--- config.mk ---
export PLATFORM = sky130hd
export DESIGN_NAME = humidity_sensor_pulse_decoder
export DESIGN_NICKNAME = d
export VERILOG_FILES = /design/src/hspd_pkg.sv /design/src/humidity_sensor_pulse_decoder.sv
export SDC_FILE = /design/constraint.sdc
export NUM_CORES = 1
export LEC_CHECK = 0
export BUFFER_PORTS_ARGS = -buffer_cell sky130_fd_sc_hd__buf_2
export CAP_MARGIN = 20
export CORE_MARGIN = 2
export CORE_UTILIZATION = 46
export DETAILED_ROUTE_END_ITERATION = 8
export PLACE_DENSITY = 0.73
export SYNTH_ARGS = -nofsm -noshare
export SYNTH_HDL_FRONTEND = slang
export SYNTH_SLANG_ARGS = --single-unit
--- constraint.sdc ---
create_clock -name clock -period 11.8 [get_ports clock]
set_input_delay 1.18 -clock clock [delete_from_list [all_inputs] [get_ports clock]]
set_output_delay 1.18 -clock clock [all_outputs]
set_load 0.1 [all_outputs]
--- src/hspd_pkg.sv ---
// Shared types and constants for the humidity sensor pulse decoder.
// No dependencies; imported by humidity_sensor_pulse_decoder.
package hspd_pkg;

   // Field widths
   localparam int TIME_W  = 16;
   localparam int SCALE_W = 15;
   localparam int BYTE_W  = 8;

   // Configuration register indexes
   localparam logic [7:0] REG_ACK_CENTER  = 8'd0;
   localparam logic [7:0] REG_ONE_CENTER  = 8'd1;
   localparam logic [7:0] REG_ZERO_CENTER = 8'd2;
   localparam logic [7:0] REG_TOLERANCE   = 8'd3;

   // Register reset values
   localparam logic [TIME_W-1:0] ACK_CENTER_RST  = 16'd160;
   localparam logic [TIME_W-1:0] ONE_CENTER_RST  = 16'd120;
   localparam logic [TIME_W-1:0] ZERO_CENTER_RST = 16'd76;
   localparam logic [TIME_W-1:0] TOLERANCE_RST   = 16'd20;

   // Scale factors for the reported readings
   localparam logic [SCALE_W-1:0] SCALE_HUNDRED = 15'd100;
   localparam logic [SCALE_W-1:0] SCALE_TEN     = 15'd10;

   // Highest value of the saturating byte counter
   localparam logic [2:0] BYTE_COUNT_MAX = 3'd7;
   // Last bit position in a byte
   localparam logic [2:0] BIT_LAST = 3'd7;

   // Reading check outcome, first failing check wins
   typedef enum logic [2:0] {
      FAULT_NONE       = 3'd0,
      FAULT_FRAMING    = 3'd1,
      FAULT_NO_ACK     = 3'd2,
      FAULT_BYTE_COUNT = 3'd3,
      FAULT_CHECKSUM   = 3'd4
   } fault_type;

   // True when gap lies strictly inside (max(center - tol, 0), center + tol)
   function automatic logic in_window(input logic [TIME_W-1:0] gap,
                                      input logic [TIME_W-1:0] center,
                                      input logic [TIME_W-1:0] tol);
      logic [TIME_W-1:0] lo;
      logic [TIME_W:0]   hi;
      lo = (center > tol) ? (center - tol) : '0;
      hi = {1'b0, center} + {1'b0, tol};
      return (gap > lo) && ({1'b0, gap} < hi);
   endfunction

endpackage

--- src/humidity_sensor_pulse_decoder.sv ---
// Top level of the single-wire humidity sensor pulse decoder.
// Depends on hspd_pkg for field widths, register indexes and fault codes.
//
// Usage:
//   req_*  : one word per falling edge of the sensor line; tdata carries the
//            captured 16-bit timer value, tuser flags the first edge of a
//            reading. Edges are classified as they arrive (acknowledge, one,
//            zero, else framing error) and bits are packed MSB first.
//   rsp_*  : one word per reading, given with the reading's last edge. tuser
//            holds frame_ok and the fault code, tdata the scaled humidity and
//            temperature (both zero on a failed reading).
//   csr_*  : register writes, always ready; write only while the block is idle.
// Throughput: one edge per cycle, unless held off as under Stall. Latency: the result
// word is valid in the cycle after the last edge is taken; all per-edge work (gap
// subtract, three window compares, bit shift, checksum add, scaling) sits between
// the input handshake and the result register.
// Stall: a waiting result does not block edges; only an edge that could close
// the next reading is held off until the waiting word is taken.
// Reset: registers return to their reset values, no reading is open and the
// result register is empty. Stored frame bytes are not cleared.
module humidity_sensor_pulse_decoder
   import hspd_pkg::*;
#(
   parameter int EDGES_PER_READING = 42,
   parameter int FRAME_BYTES       = 5
) (
   input  logic        clock,
   input  logic        reset,
   // Edge stream
   input  logic        req_tvalid,
   output logic        req_tready,
   input  logic [15:0] req_tdata,   // [15:0] edge_time
   input  logic        req_tuser,   // [0] frame_start
   // Reading results
   output logic        rsp_tvalid,
   input  logic        rsp_tready,
   output logic [31:0] rsp_tdata,   // [14:0] humidity_scaled, [29:15] temperature_scaled
   output logic [3:0]  rsp_tuser,   // [0] frame_ok, [3:1] fault_kind
   // Register writes
   input  logic        csr_valid,
   output logic        csr_ready,
   input  logic [7:0]  csr_index,
   input  logic [15:0] csr_data
);

   localparam logic [5:0] LAST_EDGE   = 6'(EDGES_PER_READING);
   localparam logic [5:0] CLOSE_EDGE  = 6'(EDGES_PER_READING - 1);
   localparam logic [2:0] BYTES_TOTAL = 3'(FRAME_BYTES);
   localparam logic [2:0] CHECK_IDX   = 3'(FRAME_BYTES - 1);

   // Configuration registers
   logic [TIME_W-1:0] ack_center_ff, one_center_ff, zero_center_ff, tolerance_ff;

   // Frame state
   logic [TIME_W-1:0] prev_edge_ff,  prev_edge_in;
   logic [5:0]        edge_count_ff, edge_count_in;
   logic [2:0]        bit_pos_ff,    bit_pos_in;
   logic [2:0]        byte_count_ff, byte_count_in;
   logic [BYTE_W-1:0] byte_shift_ff, byte_shift_in;
   logic [BYTE_W-1:0] data_sum_ff,   data_sum_in;
   logic [BYTE_W-1:0] check_byte_ff, check_byte_in;
   logic              ack_seen_ff,   ack_seen_in;
   logic              framing_ff,    framing_in;
   logic [BYTE_W-1:0] frame_bytes_ff [4];
   logic [BYTE_W-1:0] frame_bytes_in [4];

   // Result register
   logic              rsp_valid_ff;
   logic [31:0]       rsp_data_ff;
   logic [3:0]        rsp_user_ff;

   // Per-edge signals
   logic              req_fire;
   logic              res_fire;
   logic [TIME_W-1:0] gap;
   logic              ack_hit, one_hit, zero_hit;
   logic [BYTE_W-1:0] full_byte;
   fault_type         fault;
   logic [BYTE_W-1:0] sel_byte [4];
   logic [SCALE_W-1:0] humidity, temperature;

   assign csr_ready  = 1'b1;
   // Hold off only an edge that could close a reading while a result waits
   assign req_tready = !(rsp_valid_ff && !rsp_tready && edge_count_ff == CLOSE_EDGE);
   assign req_fire   = req_tvalid && req_tready;

   // Classify the gap
   assign gap      = req_tdata - prev_edge_ff;
   assign ack_hit  = in_window(gap, ack_center_ff, tolerance_ff);
   assign one_hit  = in_window(gap, one_center_ff, tolerance_ff);
   assign zero_hit = in_window(gap, zero_center_ff, tolerance_ff);

   // Current byte with the new bit placed MSB first
   always_comb begin
      full_byte = byte_shift_ff;
      full_byte[BIT_LAST - bit_pos_ff] = !ack_hit && one_hit;
   end

   // Next frame state
   always_comb begin
      prev_edge_in  = prev_edge_ff;
      edge_count_in = edge_count_ff;
      bit_pos_in    = bit_pos_ff;
      byte_count_in = byte_count_ff;
      byte_shift_in = byte_shift_ff;
      data_sum_in   = data_sum_ff;
      check_byte_in = check_byte_ff;
      ack_seen_in   = ack_seen_ff;
      framing_in    = framing_ff;
      frame_bytes_in = frame_bytes_ff;
      res_fire      = 1'b0;
      if (req_fire) begin
         priority if (req_tuser || edge_count_ff == '0) begin
            // open a new reading
            prev_edge_in  = req_tdata;
            edge_count_in = 6'd1;
            bit_pos_in    = '0;
            byte_count_in = '0;
            byte_shift_in = '0;
            data_sum_in   = '0;
            check_byte_in = '0;
            ack_seen_in   = 1'b0;
            framing_in    = 1'b0;
         end else if (edge_count_ff < LAST_EDGE) begin
            prev_edge_in  = req_tdata;
            edge_count_in = edge_count_ff + 6'd1;
            if (!framing_ff) begin
               priority if (ack_hit) begin
                  ack_seen_in = 1'b1;
               end else if (one_hit || zero_hit) begin
                  if (bit_pos_ff == BIT_LAST) begin
                     // byte complete: store, sum or take as checksum
                     if (!byte_count_ff[2]) begin
                        frame_bytes_in[byte_count_ff[1:0]] = full_byte;
                     end
                     if (byte_count_ff < CHECK_IDX) begin
                        data_sum_in = data_sum_ff + full_byte;
                     end else if (byte_count_ff == CHECK_IDX) begin
                        check_byte_in = full_byte;
                     end
                     if (byte_count_ff != BYTE_COUNT_MAX) begin
                        byte_count_in = byte_count_ff + 3'd1;
                     end
                     byte_shift_in = '0;
                     bit_pos_in    = '0;
                  end else begin
                     byte_shift_in = full_byte;
                     bit_pos_in    = bit_pos_ff + 3'd1;
                  end
               end else begin
                  framing_in = 1'b1;
               end
            end
            res_fire = (edge_count_in == LAST_EDGE);
         end else begin
            // reading closed: drop the edge until a new reading starts
            res_fire = 1'b0;
         end
      end
   end

   // Check the reading, first failing check wins
   always_comb begin
      priority if (framing_in)                   fault = FAULT_FRAMING;
      else if (!ack_seen_in)                     fault = FAULT_NO_ACK;
      else if (byte_count_in != BYTES_TOTAL)     fault = FAULT_BYTE_COUNT;
      else if (data_sum_in != check_byte_in)     fault = FAULT_CHECKSUM;
      else                                       fault = FAULT_NONE;
   end

   // Scale the readings; bytes past the frame length read as zero
   always_comb begin
      for (int i = 0; i < 4; i++) begin
         sel_byte[i] = (i < FRAME_BYTES) ? frame_bytes_in[i] : '0;
      end
      humidity    = SCALE_W'(sel_byte[0]) * SCALE_HUNDRED + SCALE_W'(sel_byte[1]);
      temperature = SCALE_W'(sel_byte[2]) * SCALE_HUNDRED
                  + SCALE_W'(sel_byte[3]) * SCALE_TEN;
   end

   // Configuration registers
   always_ff @(posedge clock) begin
      if (reset) begin
         ack_center_ff  <= ACK_CENTER_RST;
         one_center_ff  <= ONE_CENTER_RST;
         zero_center_ff <= ZERO_CENTER_RST;
         tolerance_ff   <= TOLERANCE_RST;
      end else if (csr_valid) begin
         if (csr_index == REG_ACK_CENTER)  ack_center_ff  <= csr_data;
         if (csr_index == REG_ONE_CENTER)  one_center_ff  <= csr_data;
         if (csr_index == REG_ZERO_CENTER) zero_center_ff <= csr_data;
         if (csr_index == REG_TOLERANCE)   tolerance_ff   <= csr_data;
      end
   end

   // Frame state registers
   always_ff @(posedge clock) begin
      if (reset) begin
         prev_edge_ff  <= '0;
         edge_count_ff <= '0;
         bit_pos_ff    <= '0;
         byte_count_ff <= '0;
         byte_shift_ff <= '0;
         data_sum_ff   <= '0;
         check_byte_ff <= '0;
         ack_seen_ff   <= 1'b0;
         framing_ff    <= 1'b0;
      end else begin
         prev_edge_ff  <= prev_edge_in;
         edge_count_ff <= edge_count_in;
         bit_pos_ff    <= bit_pos_in;
         byte_count_ff <= byte_count_in;
         byte_shift_ff <= byte_shift_in;
         data_sum_ff   <= data_sum_in;
         check_byte_ff <= check_byte_in;
         ack_seen_ff   <= ack_seen_in;
         framing_ff    <= framing_in;
      end
   end

   // Stored frame bytes, payload only
   always_ff @(posedge clock) begin
      frame_bytes_ff <= frame_bytes_in;
   end

   // Result register: load on a closing edge, drop when taken
   always_ff @(posedge clock) begin
      if (reset) begin
         rsp_valid_ff <= 1'b0;
      end else if (res_fire) begin
         rsp_valid_ff <= 1'b1;
      end else if (rsp_tready) begin
         rsp_valid_ff <= 1'b0;
      end
   end

   always_ff @(posedge clock) begin
      if (res_fire) begin
         rsp_user_ff <= {fault, fault == FAULT_NONE};
         if (fault == FAULT_NONE) begin
            rsp_data_ff <= {2'b00, temperature, humidity};
         end else begin
            rsp_data_ff <= '0;
         end
      end
   end

   assign rsp_tvalid = rsp_valid_ff;
   assign rsp_tdata  = rsp_data_ff;
   assign rsp_tuser  = rsp_user_ff;

   // A new result never lands on a word that is still waiting
   a_no_overwrite: assert property (@(posedge clock) disable iff (reset)
      !(rsp_valid_ff && !rsp_tready && res_fire))
      else $error("result overwrote a waiting word");

   // Edge counter never passes the reading length
   a_edge_bound: assert property (@(posedge clock) disable iff (reset)
      edge_count_ff <= LAST_EDGE)
      else $error("edge count beyond reading length");

   // frame_ok agrees with the fault code
   a_ok_code: assert property (@(posedge clock) disable iff (reset)
      rsp_tvalid |-> (rsp_tuser[0] == (rsp_tuser[3:1] == FAULT_NONE)))
      else $error("frame_ok disagrees with fault code");

   // A closing edge is followed in the next cycle by a valid result, zero data if failed
   a_fail_zero: assert property (@(posedge clock) disable iff (reset)
      res_fire |=> rsp_tvalid && (rsp_tuser[0] || rsp_tdata == '0))
      else $error("failed reading carries data or result missing");

endmodule
### Yosys cells after proc, flatten, opt, wreduce, memory -nomap -nowiden

Cells that the tools add are included.

* register bits after elaboration: 187
* latch bits: 0
* memory bits (writable): 0
* ROM bits: 0
* input bits: 46
* output and inout bits: 39
* logic and storage cells: 170
* memories: 0

* add/sub/neg operators: 14
* multipliers: 3
* div/mod/pow operators: 0
* $lt $le $gt $ge: 15
* eq/ne operators: 12
* shift operators: 0
* multiplexer cells: 78
* bitwise operators: 1
* reduce and logical (&&, ||, !) cells: 26

Operators with widths (count)
* two-way mux 32 bit: 8
* two-way mux 8 bit: 24
* greater-than comparator 16 bit: 6
* two-way mux 16 bit: 5
* subtractor 16 bit: 4
* two-way mux 3 bit: 18
* adder 16 x 16 -> 17 bit: 3
* less-than comparator 16 x 17 -> 1 bit: 3
* bitwise mux 32 bit: 1
* multiplier 8 x 5 -> 13 bit, second input constant: 2
* two-way mux 1 bit: 17
* demux 8 bit (select 2 bit): 1
* equality test 8 x 2 -> 1 bit, second input constant: 2
* adder 15 x 12 -> 15 bit: 1
* adder 15 x 8 -> 15 bit: 1
* equality test 6 bit, second input constant: 2
* two-way mux 6 bit: 2
* multiplier 8 x 3 -> 11 bit, second input constant: 1
* AND reduction 2 bit: 5
* logical AND 1 bit: 9
* adder 8 bit: 1
* bitwise mux 8 bit: 1
* equality test 8 x 1 -> 1 bit, second input constant: 1
* zero test 8 bit: 1
* other kinds (21): 30

### Depth between registers and ports, before layout

Gate-level depths: netlist of the first run.

* word-level depth: 22
* depth in mapped cells: 49

### Least setup slack after synthesis of the first run

Ideal clock, no wire load.

* path type: input to register
* start: in req_tdata[0]
* end: reg rsp_data_ff[28] (netlist: rsp_tdata[28]) (data pin)
* library setup time: 281 ps
* arrival: 9102 ps
* data required time: 11519 ps
* path slack: 2417 ps
* stages on the path: 44
* buffers on the path: 2
* cells stage by stage: inv_1 -> ha_1 -> inv_1 -> fa_1 -> a21o_1 -> a21oi_1 -> o21ai_0 -> a21oi_1 -> o21ai_0 -> a21oi_1 -> o21bai_1 -> a21oi_1 -> o21ai_0 -> a21o_1 -> a21oi_1 -> xnor2_1 -> ha_1 -> a2111oi_0 -> (+8 left out) -> clkbuf_1 -> o21ai_0 -> ha_1 -> ha_1 -> ha_1 -> inv_1 -> fa_1 -> inv_1 -> ha_1 -> inv_1 -> o21ai_0 -> a21oi_1 -> nand2b_1 -> a21boi_0 -> o21a_1 -> o21ai_0 -> xor2_1 -> nor4_2

RTL lines
* start, declared: RTL line humidity_sensor_pulse_decoder.sv:32 `input logic [15:0] req_tdata,`
* end signal, assigned: RTL line humidity_sensor_pulse_decoder.sv:241 `rsp_data_ff <= {2'b00, temperature, humidity};`
* end, declared: RTL line humidity_sensor_pulse_decoder.sv:69 `logic [31:0] rsp_data_ff;`

### Worst setup path in the final report of the first run

* start: reg tolerance_ff[1]
* end: reg rsp_user_ff[3] (netlist: rsp_tuser[3]) (data pin)

* word-level cells in the longest chain between the ends: 21
* elaborated cells on any way between the ends: 66
* classes of those cells: add/sub (7); order compare (9); eq/ne (2); mux (42); reduce/logical (6)

RTL lines
* start, declared: RTL line humidity_sensor_pulse_decoder.sv:52 `logic [TIME_W-1:0] ack_center_ff, one_center_ff, zero_center_ff, tolerance_ff;`
* start signal, assigned: RTL line humidity_sensor_pulse_decoder.sv:192 `if (csr_index == REG_TOLERANCE) tolerance_ff <= csr_data;`
* subtractor 16 bit or greater-than comparator 16 bit (tied branches): RTL line hspd_pkg.sv:46 `lo = (center > tol) ? (center - tol) : '0;`
* two-way mux 16 bit: RTL line hspd_pkg.sv:46
* greater-than comparator 16 bit: RTL line hspd_pkg.sv:48 `return (gap > lo) && ({1'b0, gap} < hi);`
* logical AND 1 bit: RTL line hspd_pkg.sv:48
* zero test 1 bit: RTL line humidity_sensor_pulse_decoder.sv:96 `full_byte[BIT_LAST - bit_pos_ff] = !ack_hit && one_hit;`
* logical AND 1 bit: RTL line humidity_sensor_pulse_decoder.sv:96
* bitwise mux 8 bit: RTL line humidity_sensor_pulse_decoder.sv:96
* adder 8 bit or two-way mux 8 bit (tied branches): RTL line humidity_sensor_pulse_decoder.sv:137, humidity_sensor_pulse_decoder.sv:138
* (+6 left out)
* two-way mux 8 bit: RTL line humidity_sensor_pulse_decoder.sv:113 `priority if (req_tuser || edge_count_ff == '0) begin`
* two-way mux 8 bit: RTL line humidity_sensor_pulse_decoder.sv:112 `if (req_fire) begin`
* != test 8 bit: RTL line humidity_sensor_pulse_decoder.sv:167 `else if (data_sum_in != check_byte_in) fault = FAULT_CHECKSUM;`
* two-way mux 3 bit: RTL line humidity_sensor_pulse_decoder.sv:167
* two-way mux 3 bit: RTL line humidity_sensor_pulse_decoder.sv:166 `else if (byte_count_in != BYTES_TOTAL) fault = FAULT_BYTE_COUNT;`
* two-way mux 3 bit: RTL line humidity_sensor_pulse_decoder.sv:165 `else if (!ack_seen_in) fault = FAULT_NO_ACK;`
* two-way mux 3 bit *: RTL line humidity_sensor_pulse_decoder.sv:164 `priority if (framing_in) fault = FAULT_FRAMING;`
* net fault[2]: RTL line humidity_sensor_pulse_decoder.sv:78 `fault_type fault;`
* end signal, assigned: RTL line humidity_sensor_pulse_decoder.sv:239 `rsp_user_ff <= {fault, fault == FAULT_NONE};`
* end, declared: RTL line humidity_sensor_pulse_decoder.sv:70 `logic [3:0] rsp_user_ff;`

Mark *: on every way through the listed nets, which the timed path passes. The rest lies on a longest branch.
A chain may end at the register's enable or synchronous reset.

==> results of run 1 <==
==> cell usage in the layout, fill, tap and decap left out, types with 7 or more instances in the layout <==
master | Yosys | layout
a211o_1 | 13 | 13
a211oi_1 | 17 | 17
a21boi_0 | 11 | 11
a21o_1 | 39 | 39
a21oi_1 | 149 | 149
and3_1 | 10 | 10
buf_2 | 1 | 79
buf_4 | 7 | 19
clkbuf_16 | 0 | 17
dfxtp_1 | 151 | 151
edfxtp_1 | 33 | 33
fa_1 | 17 | 17
ha_1 | 305 | 305
inv_1 | 158 | 158
mux2i_1 | 61 | 61
nand2_1 | 155 | 155
nand2b_1 | 22 | 22
nand3_1 | 33 | 33
nand3b_1 | 14 | 14
nand4_1 | 27 | 27
nor2_1 | 182 | 181
nor2b_1 | 40 | 40
nor3_1 | 40 | 39
nor3b_1 | 8 | 7
nor4_1 | 10 | 10
nor4_2 | 21 | 21
o21a_1 | 11 | 11
o21ai_0 | 102 | 101
o21bai_1 | 24 | 24
o311ai_0 | 7 | 7
or3_1 | 11 | 11
xnor2_1 | 114 | 114
xor2_1 | 28 | 28
==> cell type report <==
class,instances,area [um2]
fill,3387,18100
clock buffer,17,425
inverter,158,593
clock inverter,15,209
tap,468,586
sequential,184,4010
multi-input combinational,1580,12000
timing repair buffer,99,549
antenna,4,10.0
==> cells by family after synthesis <==
| kind of cell | count (synthesis) | synth area share [%] |
|---|---|---|
| and+or+nand+nor | 601 | 18.1 |
| muxes | 63 | 3.73 |
| DFF | 184 | 23.6 |
| adders and majority gates | 322 | 24.5 |
| AOI/OAI and AO/OA | 448 | 17.1 |
| other | 2 | 0.0442 |
| xor gates and xnor gates | 142 | 7.32 |
| buffers and inverters | 240 | 5.68 |
==> stage by stage <==
stage	hold slack, ns	area (um2)	instances
after global placement	0.437	17800	2488
after floorplan	0.421	17000	2004
after detailed placement	0.447	17800	2489
after CTS	0.469	18400	2521
after global routing	0.499	18400	2522
final	0.472	18400	2525
==> critical path: cells and delay by family, from the launching register on <==
family	cells	cell delay, ns
compound gates	15	4.51
fa+ha+maj	3	0.91
buf+inv	5	1.08
flops	1	0.46
simple gates	11	2.67
mux	2	0.73
==> worst max-delay path by stage <==
| stage | slack (ns) | depth (start not counted) | endpoint | startpoint |
|---|---|---|---|---|
| floorplan | 2.42 | 44 | rsp_tdata[28] | req_tdata[0] |
| global placement | 1.19 | 38 | rsp_tuser[3] | req_tdata[0] |
| detailed placement | 1.0 | 38 | rsp_tdata[16] | req_tdata[0] |
| CTS | 1.25 | 40 | rsp_tdata[28] | tolerance_ff[1] |
| global route | 0.44 | 38 | rsp_tdata[14] | tolerance_ff[1] |
| finish | 1.14 | 36 | rsp_tuser[3] | tolerance_ff[1] |
==> flip-flops by register name, summed over array words and instances, names as in the netlist, 6 cells and up <==
signal / flops
ack_center_ff: 16
frame_bytes_ff: 32
zero_center_ff: 16
rsp_tdata: 29
one_center_ff: 16
edge_count_ff: 6
prev_edge_ff: 16
data_sum_ff: 8
check_byte_ff: 8
tolerance_ff: 16
byte_shift_ff: 8
==> Yosys cell counts, types with 5 or more instances <==
cell      instances  area (um2)
ha_1            305        3820
nor2_1          182         683
inv_1           158         593
nand2_1         155         582
dfxtp_1         151        3020
a21oi_1         149         746
xnor2_1         114         998
o21ai_0         102         510
clkbuf_1         62         233
mux2i_1          61         611
nor2b_1          40         250
nor3_1           40         200
a21o_1           39         293
edfxtp_1         33         991
nand3_1          33         165
xor2_1           28         245
nand4_1          27         169
o21bai_1         24         180
nand2b_1         22         138
nor4_2           21         263
a211oi_1         17         128
fa_1             17         340
nand3b_1         14         105
a211o_1          13         114
a21boi_0         11        82.6
o21a_1           11        82.6
or3_1            11        68.8
and3_1           10        62.6
nor4_1           10        62.6
nor3b_1           8        60.1
buf_1             7        26.3
buf_4             7        52.6
o311ai_0          7        61.3
a31oi_1           6        37.5
o211ai_1          6        45.0
or4_1             6        45.0
a22oi_1           5        37.5
a32o_1            5        50.1
a32oi_1           5        43.8
buf_6             5        56.3
o21ba_2           5        50.1
==> layer usage <==
layer  up-vias  track usage [%]
met4         4             7.74
met3        78             4.50
met5         -                0
met2       407             41.9
li1       7125                -
met1      7027             31.9
==> report_power, final <==
group	leakage, nW	internal, W	total, W	switching [W]
clock network	0.305	0.000295	0.000615	0.000321
registers	1.45	0.000641	0.000644	0.00000327
logic	6.57	0.000128	0.000340	0.000211
==> run metrics, run 1 <==
htree depth 4; Synth Flop Type dfxtp_1; r2r endpoint rsp_tuser[3]; final hold violations 0; IO Port Bufs 80; Pwr Density 86.8 nW/um2; max-cap violations 0; Core Box Area 36,500 um2; syn_area_per_cell 8.49 um2; Hold Buf Count CTS 0; Layout Utilization 50.4%; Yosys warning total 0; DR DRC count 0; DRT iter0 DRCs 1,110; Gates resized, CTS repair 0; Reg2Reg Depth 36; first-pass GRT wire length 75,500 um; Horiz. Die Dim 196 um; Crit path required time 12.03 ns; Max Slew Vio Count 0; Cell variety after synth 81; Clk pin slew, worst setup/hold paths 0.08 ns; antenna-violating nets left 0; met1 WL 20,900 um; detailed placement HPWL 36,500 um; slew of the pin with the lowest slew margin 1.10 ns; period utilisation layout 90.4%; Post-synth ARST share 0%; relative slew slack 26.1%; LEAKAGE 8.33 nW; crit end category flip-flop; GPL Wtd Cong 0.995; Worst-Skew Late Latency 0.48 ns; vias per cell 5.80; fmax 93.8 MHz; status complete, no violations; drt first pass iters 5; Worst Setup Start Kind flip-flop; Setup CP Type reg -> reg; worst endpoint data arrival time 10.89 ns; most frequent CP cell nand2_1; Final Setup Violations 0; critical path fanouts, max 31; die extent in y 196 um; sequential area share after synthesis 23.6%; top sig layer met5; Nets 2,408; met2 WL 22,000 um; Worst R2R Setup Slack 1.14 ns; flops & latches, synth 184; DR WL/cell 18.5 um; # clock sinks 184; routed vias 14.6k; setup bufs post-CTS 0; cell count after synthesis 2,002; initial core utilization 46.5%; CP max-delay cell o21ai_0; Hold Crit Start frame_bytes_ff[17]; VDD IR max 0.116 mV; total power 0.00160 W; final wirelength 46,700 um; synthesized cell area 17,000 um2; dpl ws 0.997 ns; die area 38,500 um2; Row Count 70; Clock Skews 0.0269 ns; Final WS setup 1.14 ns; Post-synth EDFFs 33; initial antenna violation count 7; total CTS buffers 17; Layout Area Growth over Synthesis 8.42%; layout cell share with drive strength beyond 1 8.91%; hold depth 2; FF-to-FF Start tolerance_ff[1]; vias in the first global route 14.3k; clk buf depth 2; CTS tree built; Overflow after GRT 0; crit-path max cell delay 0.76 ns; Fin Setup TNS 0 ns; GR Util All Layers 24.7%; pin count of the biggest net entering global routing 71; Routed met3 length 2670 um; RSZ-0062 raised after global routing no; min Tclk post-route 10.66 ns; Hold Path Class reg -> reg; CTS root buffer clkbuf_16; io pins 85; worst min-delay path endpoint frame_bytes_ff[17]
(Power assumes the default switching activity.)
==> run 2: changes to the inputs <==
==> constraint.sdc (replaced) <==
create_clock -name clock -period 13.24 [get_ports clock]
set_input_delay 1.324 -clock clock [delete_from_list [all_inputs] [get_ports clock]]
set_output_delay 1.324 -clock clock [all_outputs]
set_load 0.1 [all_outputs]
==> run metrics, run 2 (synthesis results as in run 1) <==
max-cap violations 0 (unchanged); pin count of the biggest net entering global routing 71 (unchanged); Overflow after GRT 0 (unchanged); dpl ws 2.21 ns (+1.21 ns); IO Port Bufs 80 (unchanged); Clk pin slew, worst setup/hold paths 0.08 ns (about the same); crit-path max cell delay 0.71 ns (-0.05 ns); slew of the pin with the lowest slew margin 1.09 ns (-0.0105 ns); max reg flops 32 (unchanged); Hold Crit Start frame_bytes_ff[17]; Worst path top cell family by delay compound AO/OA/AOI/OAI gates; Worst-Skew Late Latency 0.47 ns (about the same); routed vias 14.4k (-1.6%); # clock sinks 184 (unchanged); CTS tree built; setup bufs post-CTS 0 (unchanged); die area 38,500 um2 (unchanged); min Tclk post-route 10.65 ns (-0.0144 ns); most frequent cells in the layout ha_1 (305), nor2_1 (181), inv_1 (158); Hold Buf Count CTS 0 (unchanged); GR Util All Layers 24.8% (+0.042 points); initial antenna violation count 8 (+1); Worst R2R Setup Slack 2.59 ns (+1.45 ns); Horiz. Die Dim 196 um (unchanged); vias per cell 5.71 (-1.4%); period utilisation layout 80.4% (-9.9 points); DR WL/cell 18.5 um (-0.14%); Reg2Reg Depth 36 (unchanged); CP max-delay cell o21ai_0; die extent in y 196 um (unchanged); DR DRC count 0 (unchanged); vias in the first global route 14.3k (+0.67%); Final WS setup 2.59 ns (+1.45 ns); layout cell share with drive strength beyond 1 8.78% (-0.13 points); final hold violations 0 (unchanged); Core Box Area 36,500 um2 (unchanged); drt first pass iters 5 (unchanged); Clock Skews 0.0206 ns (-0.00630 ns); first-pass GRT wire length 75,500 um (about the same); detailed placement HPWL 36,800 um (+0.64%); Hold Path Class reg -> reg; Final Setup Violations 0 (unchanged); antenna-violating nets left 0 (unchanged); Nets 2,405 (-0.12%); Pwr Density 77.2 nW/um2 (-11%); RSZ-0062 raised after global routing no; placed cells 2,486 (-0.12%); GPL Wtd Cong 0.997 (+0.20%); final cell count without fillers 2,522 (-0.12%); Setup CP Type reg -> reg; final wirelength 46,600 um (-0.25%); r2r endpoint rsp_tuser[3]; Row Count 70 (unchanged); commonest non-fill, non-tap cell in the layout ha_1; total CTS buffers 17 (unchanged); Worst Setup Start Kind flip-flop; initial core utilization 46.5% (unchanged); critical path fanouts, max 31 (unchanged); clk buf depth 2 (unchanged); CTS root buffer clkbuf_16; Crit path required time 13.46 ns (+1.43 ns); DRT iter0 DRCs 1,032 (-7.0%); status complete, no violations; LEAKAGE 8.31 nW (-0.24%); worst min-delay path endpoint frame_bytes_ff[17]; worst endpoint data arrival time 10.87 ns (-0.02 ns); Max Slew Vio Count 0 (unchanged); htree depth 4 (unchanged); crit end category flip-flop; final hold slack 0.476 ns (+0.00438 ns); Layout Area Growth over Synthesis 8.23%; Fin Setup TNS 0 ns (unchanged); Buf/Inv on CP 5 (unchanged); Design Area, Final 18,400 um2 (-0.17%); fmax 93.9 MHz (+0.14%); relative slew slack 26.8% (+0.71 points); DP Area 17,800 um2 (-0.15%); VDD IR max 0.104 mV (-10%); FF-to-FF Start tolerance_ff[1]; io pins 85 (unchanged); hold depth 2 (unchanged); Gates resized, CTS repair 0 (unchanged); Largest Register frame_bytes_ff
[run 2: cell types whose count changed in the layout (fill, tap and decap cells not counted), sizes merged]
cell	change
inv	-1
clkbuf	+2
buf	-3
clkinvlp	+1
clkinv	-2
[run 2: worst max-delay path by stage]
stage / startpoint / cells past startpoint / to
floorplan: req_tdata[0] / 44 / rsp_tdata[28]
global placement: req_tdata[0] / 38 / rsp_tuser[3]
detailed placement: req_tdata[0] / 40 / rsp_tdata[28]
CTS: tolerance_ff[1] / 38 / rsp_tdata[28]
global route: req_tdata[1] / 38 / rsp_tdata[28]
finish: tolerance_ff[1] / 36 / rsp_tuser[3]
[run 2: stage by stage]
| stage | total power, W | utilization [%] |
|---|---|---|
| after global routing | 0.00149 | 50.3 |
| after CTS | 0.00143 | 50.3 |
| final | 0.00142 | 50.4 |
| after floorplan | 0.000799 | - |
| after detailed placement | 0.000883 | 48.6 |
| after global placement | 0.000870 | 48.6 |
[run 2: worst reg2reg max path: cells and delay by family, from the launching register on]
| family | cells | cell delay (ns) |
|---|---|---|
| DFF | 1 | 0.45 |
| buffers and inverters | 5 | 1.07 |
| and+or+nand+nor | 11 | 2.69 |
| AOI/OAI and AO/OA | 15 | 4.55 |
| muxes | 2 | 0.72 |
| adders and majority gates | 3 | 0.91 |
[run 2: area by class of cell]
cell class                 count  area (um2)
antenna                        4        10.0
clock buffer                  19         464
clock inverter                13         165
fill                        3373       18100
inverter                     158         593
multi-input combinational   1580       12000
sequential                   184        4010
tap                          468         586
timing repair buffer          96         523
[run 2: routing by layer]
layer  track usage [%]  vias up  wire [um]
met5                 0        -         38
met4              7.88        8       1190
met3              4.61       78       2410
met2              41.8      358      22000
met1              31.9     6839      20900
li1                  -     7129          -
[run 2: where the power goes]
group / switching (W) / internal [W]
Sequential: 0.00000293 / 0.000571
Clock: 0.000270 / 0.000273
Combinational: 0.000189 / 0.000113
Total: 0.000462 / 0.000957
==> run 3: changes to the inputs <==
--- a/config.mk
+++ b/config.mk
@@ -10,7 +10,7 @@
 export CORE_MARGIN = 2
 export CORE_UTILIZATION = 46
 export DETAILED_ROUTE_END_ITERATION = 8
-export PLACE_DENSITY = 0.73
+export PLACE_DENSITY = 0.75
 export SYNTH_ARGS = -nofsm -noshare
 export SYNTH_HDL_FRONTEND = slang
 export SYNTH_SLANG_ARGS = --single-unit
==> constraint.sdc (replaced) <==
create_clock -name clock -period 8.6 [get_ports clock]
set_input_delay 0.86 -clock clock [delete_from_list [all_inputs] [get_ports clock]]
set_output_delay 0.86 -clock clock [all_outputs]
set_load 0.1 [all_outputs]
==> run metrics, run 3 (synthesis results as in run 1) <==
io pins 85 (unchanged); met3 usage 4.02% (-0.58 points); DR DRC count 0 (unchanged); total CTS buffers 17 (unchanged); sw power 0.000804 W (+74%); critical path fanouts, max 6 (-81%); Final WS setup -0.0360 ns (-2.63 ns); Hold Buf Count CTS 0 (unchanged); Clock power frac 37.0% (-1.3 points); # clock sinks 184 (unchanged); routed vias 16.1k (+12%); period utilisation layout 100% (+20 points); vias per cell 5.74 (+0.52%); Hold Path Class reg -> reg; Layout Utilization 59.1% (+8.7 points); LEAKAGE 9.91 nW (+19%); crit end category flip-flop; placed cells 2,712 (+9.1%); CP max-delay cell fa_2; Overflow after GRT 0 (unchanged); failing checks negative setup slack; final wirelength 53,000 um (+14%); relative slew slack 18.9% (-8.0 points); status complete, but fails checks; Largest Register frame_bytes_ff; antenna-violating nets left 0 (unchanged); first-pass GRT wire length 81,800 um (+8.3%); worst endpoint data arrival time 8.93 ns (-1.94 ns); final hold violations 0 (unchanged); slew of the pin with the lowest slew margin 1.21 ns (+0.124 ns); Worst-Skew Late Latency 0.47 ns (about the same); FF-to-FF Start tolerance_ff[0]; Register Area 4020 um2 (about the same); Crit path required time 8.89 ns (-4.57 ns); GR Util All Layers 26.6% (+1.9 points); CTS root buffer clkbuf_16; initial core utilization 46.5% (unchanged); crit path capture rsp_tdata[28]; max reg flops 32 (unchanged); Gate power share 25.8% (+4.5 points); Worst Setup Start Kind flip-flop; fmax 116 MHz (+23%); Nets 2,693 (+12%); VDD IR max 0.143 mV (+38%); GR peak layer met2; min Tclk post-route 8.64 ns (-2.01 ns); DR WL/cell 18.9 um (+2.2%); die area 38,500 um2 (unchanged); initial antenna violation count 7 (-1); Layout Area Growth over Synthesis 27.0%; Horiz. Die Dim 196 um (unchanged); CTS tree built; Max Slew Vio Count 0 (unchanged); max-cap violations 0 (unchanged); final hold slack 0.486 ns (+0.00976 ns); Design Area, Final 21,600 um2 (+17%); Reg2Reg Depth 47 (+31%); crit-path max cell delay 0.56 ns (-0.15 ns); die extent in y 196 um (unchanged); Row Count 70 (unchanged); vias in the first global route 15.8k (+10%); Sw Share 33.8% (+1.3 points); CP Launch Point tolerance_ff[0]; Cell Int Power 0.00157 W (+64%); detailed placement HPWL 39,600 um (+7.8%); met2 usage 46.1% (+4.3 points); Core Box Area 36,500 um2 (unchanged); DP Area 19,500 um2 (+10%); Final Setup Violations 3 (+3); GPL Wtd Cong 0.994 (-0.30%); most frequent cells in the layout ha_1 (290), buf_4 (290), nor2_1 (177); final cell count without fillers 2,809 (+11%); clk buf depth 2 (unchanged); Clk pin slew, worst setup/hold paths 0.08 ns (about the same); htree depth 4 (unchanged); IO Port Bufs 80 (unchanged); Flop pwr share 37.2% (-3.3 points); pin count of the biggest net entering global routing 65 (-8.5%); fillers 2,996 (-11%); Setup CP Type reg -> reg; Clock Skews 0.0171 ns (-0.00346 ns); Worst R2R Setup Slack -0.04 ns (-2.63 ns); r2r endpoint rsp_tdata[28]; area of the multi-input gates 12,900 um2 (+7.5%); DRT iter0 DRCs 1,199 (+16%); layout cell share with drive strength beyond 1 26.0% (+17 points); M1 GR Usage 33.9% (+1.9 points); Pwr Density 110 nW/um2 (+43%); drt first pass iters 7 (+2); RSZ-0062 raised after global routing yes
==> run 3: worst max-delay path, delay by kind of cell (launching register included) <==
family	cells	cell delay [ns]
xor gates and xnor gates	1	0.20
buffers and inverters	9	0.90
adders and majority gates	8	2.43
AOI/OAI and AO/OA	21	3.34
and+or+nand+nor	8	1.28
DFF	1	0.34
==> run 3: layout make-up <==
type / instances / area share [%]
tap: 468 / 2.71
timing repair buffer: 384 / 12.8
clock buffer: 17 / 1.97
clock inverter: 15 / 1.08
sequential: 184 / 18.6
inverter: 158 / 2.75
multi-input combinational: 1580 / 60.0
antenna: 3 / 0.0348
==> run 3: through the flow <==
| step | setup TNS [ns] | total power (W) | worst slack, ns |
|---|---|---|---|
| CTS | 0 | 0.00233 | 0.00500 |
| detailed placement | -25.42 | 0.00144 | -0.892 |
| global route | -7.98 | 0.00247 | -0.336 |
| global placement | -16.64 | 0.00142 | -0.608 |
| finish | -0.0473 | 0.00238 | -0.0360 |
| floorplan | 0 | 0.00124 | 0.0115 |
==> run 3: power groups by stage <==
stage	clock network [W]	logic, W	registers (W)
after detailed placement	0	0.000533	0.000904
after floorplan	0	0.000334	0.000902
after global routing	0.000914	0.000669	0.000885
final	0.000880	0.000613	0.000884
after global placement	0	0.000515	0.000903
after CTS	0.000887	0.000563	0.000884
==> run 3: worst min-delay path by stage <==
stage / end / slack (ns) / from / depth (start not counted)
3_5_place_dp: frame_bytes_ff[20] / 0.46 / frame_bytes_ff[20] / 2
4_1_cts: one_center_ff[13] / 0.49 / one_center_ff[13] / 2
5_1_grt: one_center_ff[2] / 0.52 / one_center_ff[2] / 2
6_report: one_center_ff[13] / 0.49 / one_center_ff[13] / 2
2_1_floorplan: frame_bytes_ff[16] / 0.42 / frame_bytes_ff[16] / 2
3_3_place_gp: frame_bytes_ff[20] / 0.45 / frame_bytes_ff[20] / 2
==> run 3: what timing repair did <==
item                       4_1_cts  5_1_grt
buffers inserted                32       26
resized for setup               70      148
gates cloned                     3        3
pin swaps                       10      104
setup endpoints to repair       31       31
==> run 3: routing by layer <==
layer | share of wire [%] | up-vias | routed length, um
li1 | - | 7697 | -
met1 | 42 | 7793 | 22400
met2 | 49 | 521 | 25800
met3 | 6.1 | 118 | 3220
met4 | 3.0 | 6 | 1600
met5 | 0.092 | - | 49
